==> config.mk <==
export PLATFORM = sky130hd
export DESIGN_NAME = iplpc_ram
export DESIGN_NICKNAME = d
export VERILOG_FILES = /design/src/rtl/iplpc_ram.sv
export SDC_FILE = /design/constraint.sdc
export NUM_CORES = 1
export LEC_CHECK = 0
export BUFFER_PORTS_ARGS = -buffer_cell sky130_fd_sc_hd__buf_2
export CAP_MARGIN = 20
export CORE_MARGIN = 10
export CORE_UTILIZATION = 55
export CTS_CLUSTER_SIZE = 30
export DETAILED_ROUTE_END_ITERATION = 10
export PLACE_DENSITY = 0.73
export SLEW_MARGIN = 10
export SYNTH_ARGS = -nofsm -noshare
export SYNTH_HDL_FRONTEND = slang
export SYNTH_SLANG_ARGS = --single-unit
==> constraint.sdc <==
create_clock -name clk -period 5.3 [get_ports clk]
set_input_delay 1.06 -clock clk [delete_from_list [all_inputs] [get_ports clk]]
set_output_delay 1.06 -clock clk [all_outputs]
set_load 0.01 [all_outputs]
==> src/rtl/iplpc_ram.sv <==
module iplpc_ram #(
  parameter int WIDTH = 8,
  parameter int DEPTH = 16,
  localparam int AW = $clog2(DEPTH)
) (
  input  logic             clk,
  input  logic             wr_en,
  input  logic [AW-1:0]    wr_addr,
  input  logic [WIDTH-1:0] wr_data,
  input  logic             rd_en,
  input  logic [AW-1:0]    rd_addr,
  output logic [WIDTH-1:0] rd_data
);

  logic [WIDTH-1:0] mem [DEPTH];

  always_ff @(posedge clk) begin
    if (wr_en) begin
      mem[wr_addr] <= wr_data;
    end
    if (rd_en) begin
      rd_data <= mem[rd_addr];
    end
  end

endmodule

==> metrics.md, run 1 <==
| Metric | Value |
|---|---|
| Status | finished clean |
| Highest Signal Layer | met4 |
| VDD IR-drop max | 256 uV |
| Fin area | 6130 um^2 |
| Wire length on met1 | 4360 um |
| Antenna violations before repair | 0 |
| Cells after synthesis | 229 |
| Arrival time at the worst endpoint | 2380 ps |
| Fin crit share | 0.422 |
| Max-cap violations | 0 |
| Area overhead of the layout relative to synthesis | 17.2% |
| Placement Cell Area | 5460 um^2 |
| Sw Ratio | 0.199 |
| Clock edge transition at the registers on the reported setup and hold paths | 60 ps |
| Largest family of logic cells by synthesized area | multiplexers |
| Post-CTS setup repair buffer count | 0 |
| WP data required | 5450 ps |
| Average size of a mapped cell | 22.8 um^2 |
| Crit end category | flop |
| Die width | 117 um |
| Worst-Skew Late Latency | 530 ps |
| Syn Nets | 248 |
| Average wire length per cell after detail routing | 24.7 um |
| Number of nets in the layout | 287 |
| HPWL after DPL | 6150 um |
| Count of placed standard cells in the final layout, fillers left out | 410 |
| Max Root-Sink Buffers | 2 |
| Register area share after synthesis | 0.781 |
| Number of global-route vias before repair | 2620 |
| Initial DRT Pass Iterations | 7 |
| Number of DRC violations after detailed-routing iteration 0 | 220 |
| CTS Root Cell | clkbuf_8 |
| Antenna fix cells | 0 |
| Compound-Gate Fraction of Synth Area | 0.0230 |
| Post-synth cell types | 18 |
| Number of buffers added to fix hold violations after cts | 0 |
| Gates resized, CTS repair | 0 |
| Final Skew | 6.62 ps |
| Shortest clock period the worst path allows after layout | 2240 ps |
| Antenna-violating nets left | 0 |
| Highest achievable clock rate | 447 MHz |
| Critical-path maximum fanout | 8 |
| Critical Setup Path Class | input port to flop |
| Static leakage | 2.04 nW |
| Total overflow reported by the global router | 0 |
| Layout fillers | 582 |
| Fin util | 0.663 |
| Number of buffers inserted by port buffering | 26 |
| Setup repair after global routing missed its margin | no |
| Routability Congestion | 0.779 |
| Reg power frac | 0.471 |
| H-tree level count | 4 |
| Count of pins on the block boundary | 27 |
| Xor and xnor fraction of the mapped netlist area | 0 |
| Post-placement cell count | 376 |
| Post-synthesis sequential element count | 136 |
| Total track usage | 0.153 |
| Internal cell power | 2.07 mW |
| Yosys warning count | 0 |
| Final setup violation count | 0 |
| Worst slew pin tran | 1080 ps |
| Worst hold path class | flop to flop |
| TritonCTS clock tree | built |
| Pre-CTS setup slack | 2160 ps |
| Register-to-Register Path Depth | 3 |
| Share of synthesized cell area in full adder, half adder and majority cells | 0 |
| Slew Viols, Final | 0 |
| Drt total wl | 10100 um |
| Height of the chip | 117 um |
| Clk sinks | 136 |
| Most frequent standard cell in the layout excluding fill and tap cells | edfxtp_1 |
| Met2 wire length | 4890 um |
| Post-Synth Simple-Gate Area | 0.0314 |
| Cell area power density | 422 nW/um^2 |
| Slew headroom | 0.276 |
| Via-to-Cell Ratio | 6.04 |
| Number of buffers created by CTS | 17 |
| Layout cells sized above 1 | 0.288 |
| Total met3 wirelength after detailed routing | 672 um |
| Starting Density | 0.566 |
| Leading cell types in the layout, fill and taps excluded | edfxtp_1, buf_2, mux4_2 |
| Min-Delay Path Depth | 3 |
| Relative contribution of combinational cells to total power | 0.042 |
| Design Power | 2.58 mW |
| Final hold slack | 751 ps |
| First-pass GRT wire length | 15700 um |
| Share of cell area taken by muxes after synthesis | 0.148 |
| Net switching power of the design | 0.515 mW |
| Clock network fraction of design power | 0.487 |
| Mapped Area | 5230 um^2 |
| Pin count of the biggest net entering global routing | 33 |
| Floorplan row count | 35 |
| DRC errors left | 0 |
| DR vias | 2476 |
| Startpoint type of the worst setup path | input port |
| Least setup slack across all paths after layout | 3060 ps |
| Die area | 13800 um^2 |
| Total Negative Setup Slacks | 0 ps |
| Hold Fails Final Rpt | 0 |
| Placeable core area | 9240 um^2 |
## kinds of logic after synthesis
| logic type | Yosys count |
|---|---|
| buffers and inverters | 10 |
| AO/OA/AOI/OAI | 16 |
| AND/OR/NAND/NOR | 35 |
| multiplexers | 32 |
| flip-flops | 136 |
## path summary, 6_finish.rpt
kind,start,slack [ps],endpoint
max reg2reg,mem[5][3],3850,rd_data[3]
min reg2reg,mem[12][5],750,rd_data[5]
max,wr_addr[2],3060,mem[2][4]
min,mem[12][5],750,rd_data[5]
## flip-flops by register name (all words and copies together) (netlist names)
register  flops
mem         128
rd_data       8
## cell type report
class,instances,area (um^2),area share
Clock inverter,15,225,0.0367
Tap cell,129,161,0.0263
Timing Repair Buffer,30,176,0.0288
Multi-Input combinational cell,83,1070,0.174
Sequential cell,136,4080,0.666
Clock buffer,17,414,0.0676
## critical path: stages
cell    delay [ps]
buf_2          120
or3b_2         530
nor2_1         680
## cell usage after synthesis, drive strengths merged
master,instances,area [um^2]
a22oi,16,120
and2,1,6.26
and2b,1,7.51
buf,7,56.3
clkdlybuf4s25,3,30.0
edfxtp,136,4080
mux4,32,773
nand2,9,33.8
nand2b,2,12.5
nand3,1,5.00
nand3b,2,15.0
nor2,13,48.8
nor2b,1,6.26
nor3,4,20.0
or3b,1,8.76
## power by group through the flow
| stage | Combinational [mW] | Clock (mW) | Sequential (mW) |
|---|---|---|---|
| floorplan | 0.0612 | 0 | 1.24 |
| global placement | 0.104 | 0 | 1.24 |
| detailed placement | 0.107 | 0 | 1.24 |
| CTS | 0.108 | 1.27 | 1.22 |
| global route | 0.119 | 1.31 | 1.22 |
| finish | 0.108 | 1.26 | 1.22 |
## layer usage
layer / GRT usage / vias to the layer above
met3: 0.0369 / 20
met5: 0 / -
met4: 0.0757 / 0
li1: - / 1063
met2: 0.225 / 123
met1: 0.208 / 1270
No activity file was read; power rests on OpenSTA's default activity.
==> run 2, diff against run 1 <==
CORE_UTILIZATION = 54   (was 55)
PLACE_DENSITY = 0.74   (was 0.73)
clock period = 2 ns   (was 5.3 ns; I/O delays follow)
==> run 2 against run 1 <==
Sequential share of layout area fell by 0.89 points. Die area increased by 1.5%. Total power rose to 2.5 times the previous value. Flip-flop and latch count did not move. Cell area rose by 1.3%. Routed wire length fell by 1.1%. Non-clock buffer count is 20 higher. Via count up 1.7%. Worst hold slack lost 490 ps. Clock power is 140% higher.
==> metrics.md, run 2 (synthesis results as in run 1) <==
| Metric | Value |
|---|---|
| Status | finished clean |
| HPWL after DPL | 6580 um |
| Layout cells sized above 1 | 0.327 |
| Max-cap violations | 0 |
| DRC errors left | 0 |
| Number of nets in the layout | 307 |
| Final hold slack | 257 ps |
| R2R setup slack | 450 ps |
| WP data required | 2240 ps |
| Height of the chip | 118 um |
| Placeable core area | 9330 um^2 |
| DR vias | 2517 |
| Post-CTS setup repair buffer count | 0 |
| Antenna-violating nets left | 0 |
| Startpoint type of the worst setup path | flop |
| Arrival time at the worst endpoint | 1790 ps |
| Most frequent standard cell in the layout excluding fill and tap cells | edfxtp_1 |
| H-tree level count | 4 |
| Number of DRC violations after detailed-routing iteration 0 | 194 |
| Number of buffers inserted by port buffering | 26 |
| CTS Root Cell | clkbuf_8 |
| Setup repair after global routing missed its margin | no |
| Total Negative Setup Slacks | 0 ps |
| Fin util | 0.666 |
| Final Skew | 4.71 ps |
| Reg2reg end | rd_data[1] |
| CP Launch Point | mem[9][1] |
| Number of buffers created by CTS | 17 |
| Slew headroom | 0.723 |
| Gates resized, CTS repair | 0 |
| Die area | 14000 um^2 |
| Via-to-Cell Ratio | 5.87 |
| First-pass GRT wire length | 15800 um |
| Count of pins on the block boundary | 27 |
| Number of buffers added to fix hold violations after cts | 0 |
| Floorplan row count | 35 |
| Worst slew pin tran | 415 ps |
| VDD IR-drop max | 544 uV |
| Antenna fix cells | 0 |
| Register-to-Register Path Depth | 3 |
| Shortest clock period the worst path allows after layout | 1550 ps |
| Drt total wl | 10000 um |
| Max Root-Sink Buffers | 2 |
| Worst hold path class | input port to flop |
| Antenna violations before repair | 0 |
| TritonCTS clock tree | built |
| Critical path endpoint | rd_data[1] |
| Die width | 118 um |
| Total overflow reported by the global router | 0 |
| Leading cell types in the layout, fill and taps excluded | edfxtp_1, buf_2, buf_4 |
| Cell area power density | 1050 nW/um^2 |
| Max FFs per register | 128 |
| Critical Setup Path Class | flop to flop |
| Critical-path maximum fanout | 1 |
| Routability Congestion | 0.746 |
| Highest achievable clock rate | 643 MHz |
| Pin count of the biggest net entering global routing | 17 |
| Initial DRT Pass Iterations | 5 |
| Worst-Skew Late Latency | 510 ps |
| Register with the most flip-flops | mem |
| Area overhead of the layout relative to synthesis | 18.8% |
| Total track usage | 0.151 |
| Final setup violation count | 0 |
| Leading registers by flop count | mem: 128 flops, rd_data: 8 flops |
| Start of the worst register-to-register path | mem[9][1] |
| Hold Fails Final Rpt | 0 |
| Crit end category | flop |
| Starting Density | 0.560 |
| Slew Viols, Final | 0 |
| Clk sinks | 136 |
| Fin crit share | 0.777 |
| Static leakage | 2.11 nW |
| Clock edge transition at the registers on the reported setup and hold paths | 60 ps |
| Average wire length per cell after detail routing | 23.3 um |
| Number of global-route vias before repair | 2727 |
run 2: cell count changes in the layout (fill, tap and decap cells not counted), sizes merged:
cell,previous run,this run
buf,30,50
clkinvlp,2,5
bufinv,5,3
inv,2,0
run 2: how the worst min path moves through the flow:
stage                     startpoint          to  slack (ps)  cells past startpoint
after global placement    mem[11][3]  rd_data[3]         730                      3
after detailed placement   mem[6][2]  rd_data[2]         750                      3
after global routing      wr_data[1]   mem[4][1]         250                      1
after floorplan           wr_data[0]   mem[0][0]         500                      0
after CTS                 wr_data[3]   mem[7][3]         240                      1
final                     wr_data[3]  mem[14][3]         260                      1
run 2: worst max-delay path: stages, from the launching register on:
cell      delay [ps]
edfxtp_1         380
mux4_1           560
a22oi_1          200
nand2_1          140
run 2: report_power, final:
group          leakage, nW  switching (mW)  internal (mW)
registers             1.24          0.0177           3.21
logic                0.608           0.170          0.132
clock network        0.266            1.11           1.87
total                 2.11            1.30           5.22
run 2: cell type report:
class / count / area, um^2
Sequential cell: 136 / 4080
Fill cell: 604 / 3120
Multi-Input combinational cell: 83 / 1060
Clock buffer: 17 / 414
Timing Repair Buffer: 50 / 335
Tap cell: 129 / 161
Clock inverter: 14 / 159
run 2: stage by stage:
stage               power (mW)  std cells  worst slack [ps]  cell area [um^2]
CTS                       6.56        429               446              6210
detailed placement        3.59        398              25.8              5640
finish                    6.51        429               446              6210
global placement          3.58        398              45.4              5640
floorplan                 3.45        229               107              5230
global route              6.73        429               399              6210
run 2: per-layer routing:
metal  up-vias  GRT usage  wire [um]
met4         0     0.0527         93
li1       1100          -          -
met2        72      0.250       5350
met1      1338      0.186       4120
met3         7     0.0457        453
met5         -          0          0
==> run 3, diff against run 2 <==
ABC_AREA = 1   (was default)
CORE_UTILIZATION = 55   (was 54)
PLACE_DENSITY = 0.75   (was 0.74)
clock period = 1.4 ns   (was 2 ns; I/O delays follow)
==> run 3 against run 2 <==
Critical endpoint is now rd_data[0]. Combinational power grew 88%. Largest cell class unchanged. Clock skew up 2.4 ps. Cell count grew 74%. Routed wire length rose by 27%. Core utilization decreased by 0.35 points.
==> metrics.md, run 3 <==
| Metric | Value |
|---|---|
| Min-Delay Path Depth | 1 |
| Pin count of the biggest net entering global routing | 33 |
| Layout cells sized above 1 | 0.136 |
| Critical-path maximum fanout | 1 |
| Cell types with the largest area share after synthesis | edfxtp_1, nand2_1, nand3_1, inv_1, buf_6 |
| CTS Root Cell | clkbuf_8 |
| Floorplan row count | 37 |
| DRC errors left | 0 |
| Gates resized, CTS repair | 0 |
| Critical Setup Path Class | flop to primary output |
| Static leakage | 2.97 nW |
| Synth cell count leaders | nand2_1, edfxtp_1, inv_1 |
| Height of the chip | 123 um |
| Net switching power of the design | 2.05 mW |
| Fin crit share | 0.965 |
| Clock edge transition at the registers on the reported setup and hold paths | 60 ps |
| Cell area power density | 1440 nW/um^2 |
| Area overhead of the layout relative to synthesis | 16.9% |
| DR vias | 3896 |
| Arrival time at the worst endpoint | 1070 ps |
| Average size of a mapped cell | 10.6 um^2 |
| Largest delay contributor family on the critical path | flip-flops |
| Ys async rst share | 0 |
| CP Launch Point | rd_data[0] |
| Number of synthesized flops with an enable pin | 136 |
| Starting Density | 0.566 |
| Top cell type's share of synthesized area | 0.698 |
| Placeable core area | 10300 um^2 |
| Mapped Area | 5850 um^2 |
| Die area | 15200 um^2 |
| First-pass GRT wire length | 20400 um |
| Start of the worst register-to-register path | mem[6][3] |
| Hold Fails Final Rpt | 0 |
| HPWL after DPL | 8070 um |
| Register with the most flip-flops | mem |
| Count of pins on the block boundary | 27 |
| Source of the worst hold timing path | rd_en |
| Number of global-route vias before repair | 3885 |
| Pre-CTS setup slack | -133 ps |
| TritonCTS clock tree | built |
| Number of buffers inserted by port buffering | 26 |
| Post-synth cell types | 11 |
| Via-to-Cell Ratio | 5.22 |
| Routability Congestion | 0.815 |
| R2R setup slack | 220 ps |
| Register-to-Register Path Depth | 6 |
| Syn Nets | 570 |
| Layout fillers | 758 |
| Relative contribution of combinational cells to total power | 0.057 |
| Post-synthesis sequential element count | 136 |
| Worst hold path class | input port to flop |
| Status | finished clean |
| Number of nets in the layout | 617 |
| Max Root-Sink Buffers | 2 |
| Max FFs per register | 128 |
| Number of DRC violations after detailed-routing iteration 0 | 550 |
| Total track usage | 0.180 |
| Placement Cell Area | 6210 um^2 |
| Initial DRT Pass Iterations | 5 |
| WP data required | 1120 ps |
| Internal cell power | 7.82 mW |
| CP max stage delay | 380 ps |
| Antenna fix cells | 0 |
| Average wire length per cell after detail routing | 17.0 um |
| Antenna violations before repair | 0 |
| Startpoint type of the worst setup path | flop |
| Leading cell types in the layout, fill and taps excluded | nand2_1, edfxtp_1, inv_1 |
| Worst slew pin tran | 577 ps |
| Design Power | 9.88 mW |
| Count of placed standard cells in the final layout, fillers left out | 747 |
| Final setup violation count | 0 |
| Final Skew | 7.11 ps |
| VDD IR-drop max | 891 uV |
| Number of buffers created by CTS | 17 |
| Antenna-violating nets left | 0 |
| Drt total wl | 12700 um |
| Max-cap violations | 0 |
| Yosys warning count | 0 |
| Clock network fraction of design power | 0.476 |
| Cell at the slowest stage of the critical path | edfxtp_1 |
| Sw Ratio | 0.208 |
| Leading registers by flop count | mem: 128 flops, rd_data: 8 flops |
| Area used by multi-input combinational logic | 1210 um^2 |
| Cells after synthesis | 551 |
| Fin area | 6840 um^2 |
| Slew headroom | 0.615 |
| Endpoint of the worst hold-timing path | rd_data[2] |
| Slew Viols, Final | 0 |
| Most common flop cell mapped by yosys | edfxtp_1 |
| H-tree level count | 4 |
| Register area | 4080 um^2 |
| CP Cell Sequence | buf_2 |
| Worst-Skew Late Latency | 530 ps |
| Register area share after synthesis | 0.698 |
| Reg2reg end | rd_data[3] |
| Total overflow reported by the global router | 0 |
| Most frequent standard cell in the layout excluding fill and tap cells | nand2_1 |
| Post-synthesis cell type with the largest combined area | edfxtp_1 |
| Setup repair after global routing missed its margin | yes |
| Clk sinks | 136 |
| Highest achievable clock rate | 740 MHz |
| Crit end category | primary output |
| Shortest clock period the worst path allows after layout | 1350 ps |
| Reg power frac | 0.467 |
| Cell with the most instances after synthesis | nand2_1 |
| CP Depth | 1 |
| Post-placement cell count | 715 |
| Number of buffers added to fix hold violations after cts | 0 |
| Least setup slack across all paths after layout | 48.3 ps |
| Die width | 123 um |
| Worst Path Buf+Inv | 1 |
## run 3: worst max-delay path by stage
stage	endpoint	slack (ps)
after floorplan	mem[10][0]	170
after global placement	rd_data[2]	-120
after detailed placement	rd_data[3]	-130
after CTS	rd_data[4]	8
after global routing	rd_data[4]	-5
final	rd_data[0]	50
## run 3: cells by family after synthesis
family	share of synthesized area
flip-flops	0.698
AND/OR/NAND/NOR	0.208
buffers and inverters	0.0939
## run 3: power groups by stage
stage	clock network [mW]	registers (mW)	logic, mW
CTS	4.75	4.61	0.571
finish	4.70	4.61	0.568
global placement	0	4.69	0.554
floorplan	0	4.70	0.322
detailed placement	0	4.70	0.566
global route	4.92	4.62	0.636
## run 3: layout make-up
cell class,instances,area share
repair buffers,52,0.0531
multi-input cells,289,0.177
inverters,102,0.0560
clock inverters,13,0.0296
clock buffers,19,0.0617
well taps,136,0.0249
flip-flops and latches,136,0.597
## run 3: what timing repair did
action	CTS	global route
setup buffers	0	0
endpoints found under the hold margin	0	0
setup endpoints to repair	0	2
## run 3: stage by stage
step,TNS (ps),hold slack [ps],util
5_1_grt,-8.44,83.2,0.662
3_3_place_gp,-653,640,0.602
2_1_floorplan,0,379,-
6_report,0,98.8,0.662
3_5_place_dp,-766,639,0.602
4_1_cts,0,74.7,0.662
## run 3: metal layers
layer,wire [um],GRT usage,share of wire,vias up
li1,-,-,-,1877
met1,5240,0.228,0.41,1831
met2,6100,0.285,0.48,168
met3,1080,0.0552,0.085,20
met4,248,0.0757,0.020,0
met5,0,0,0,-
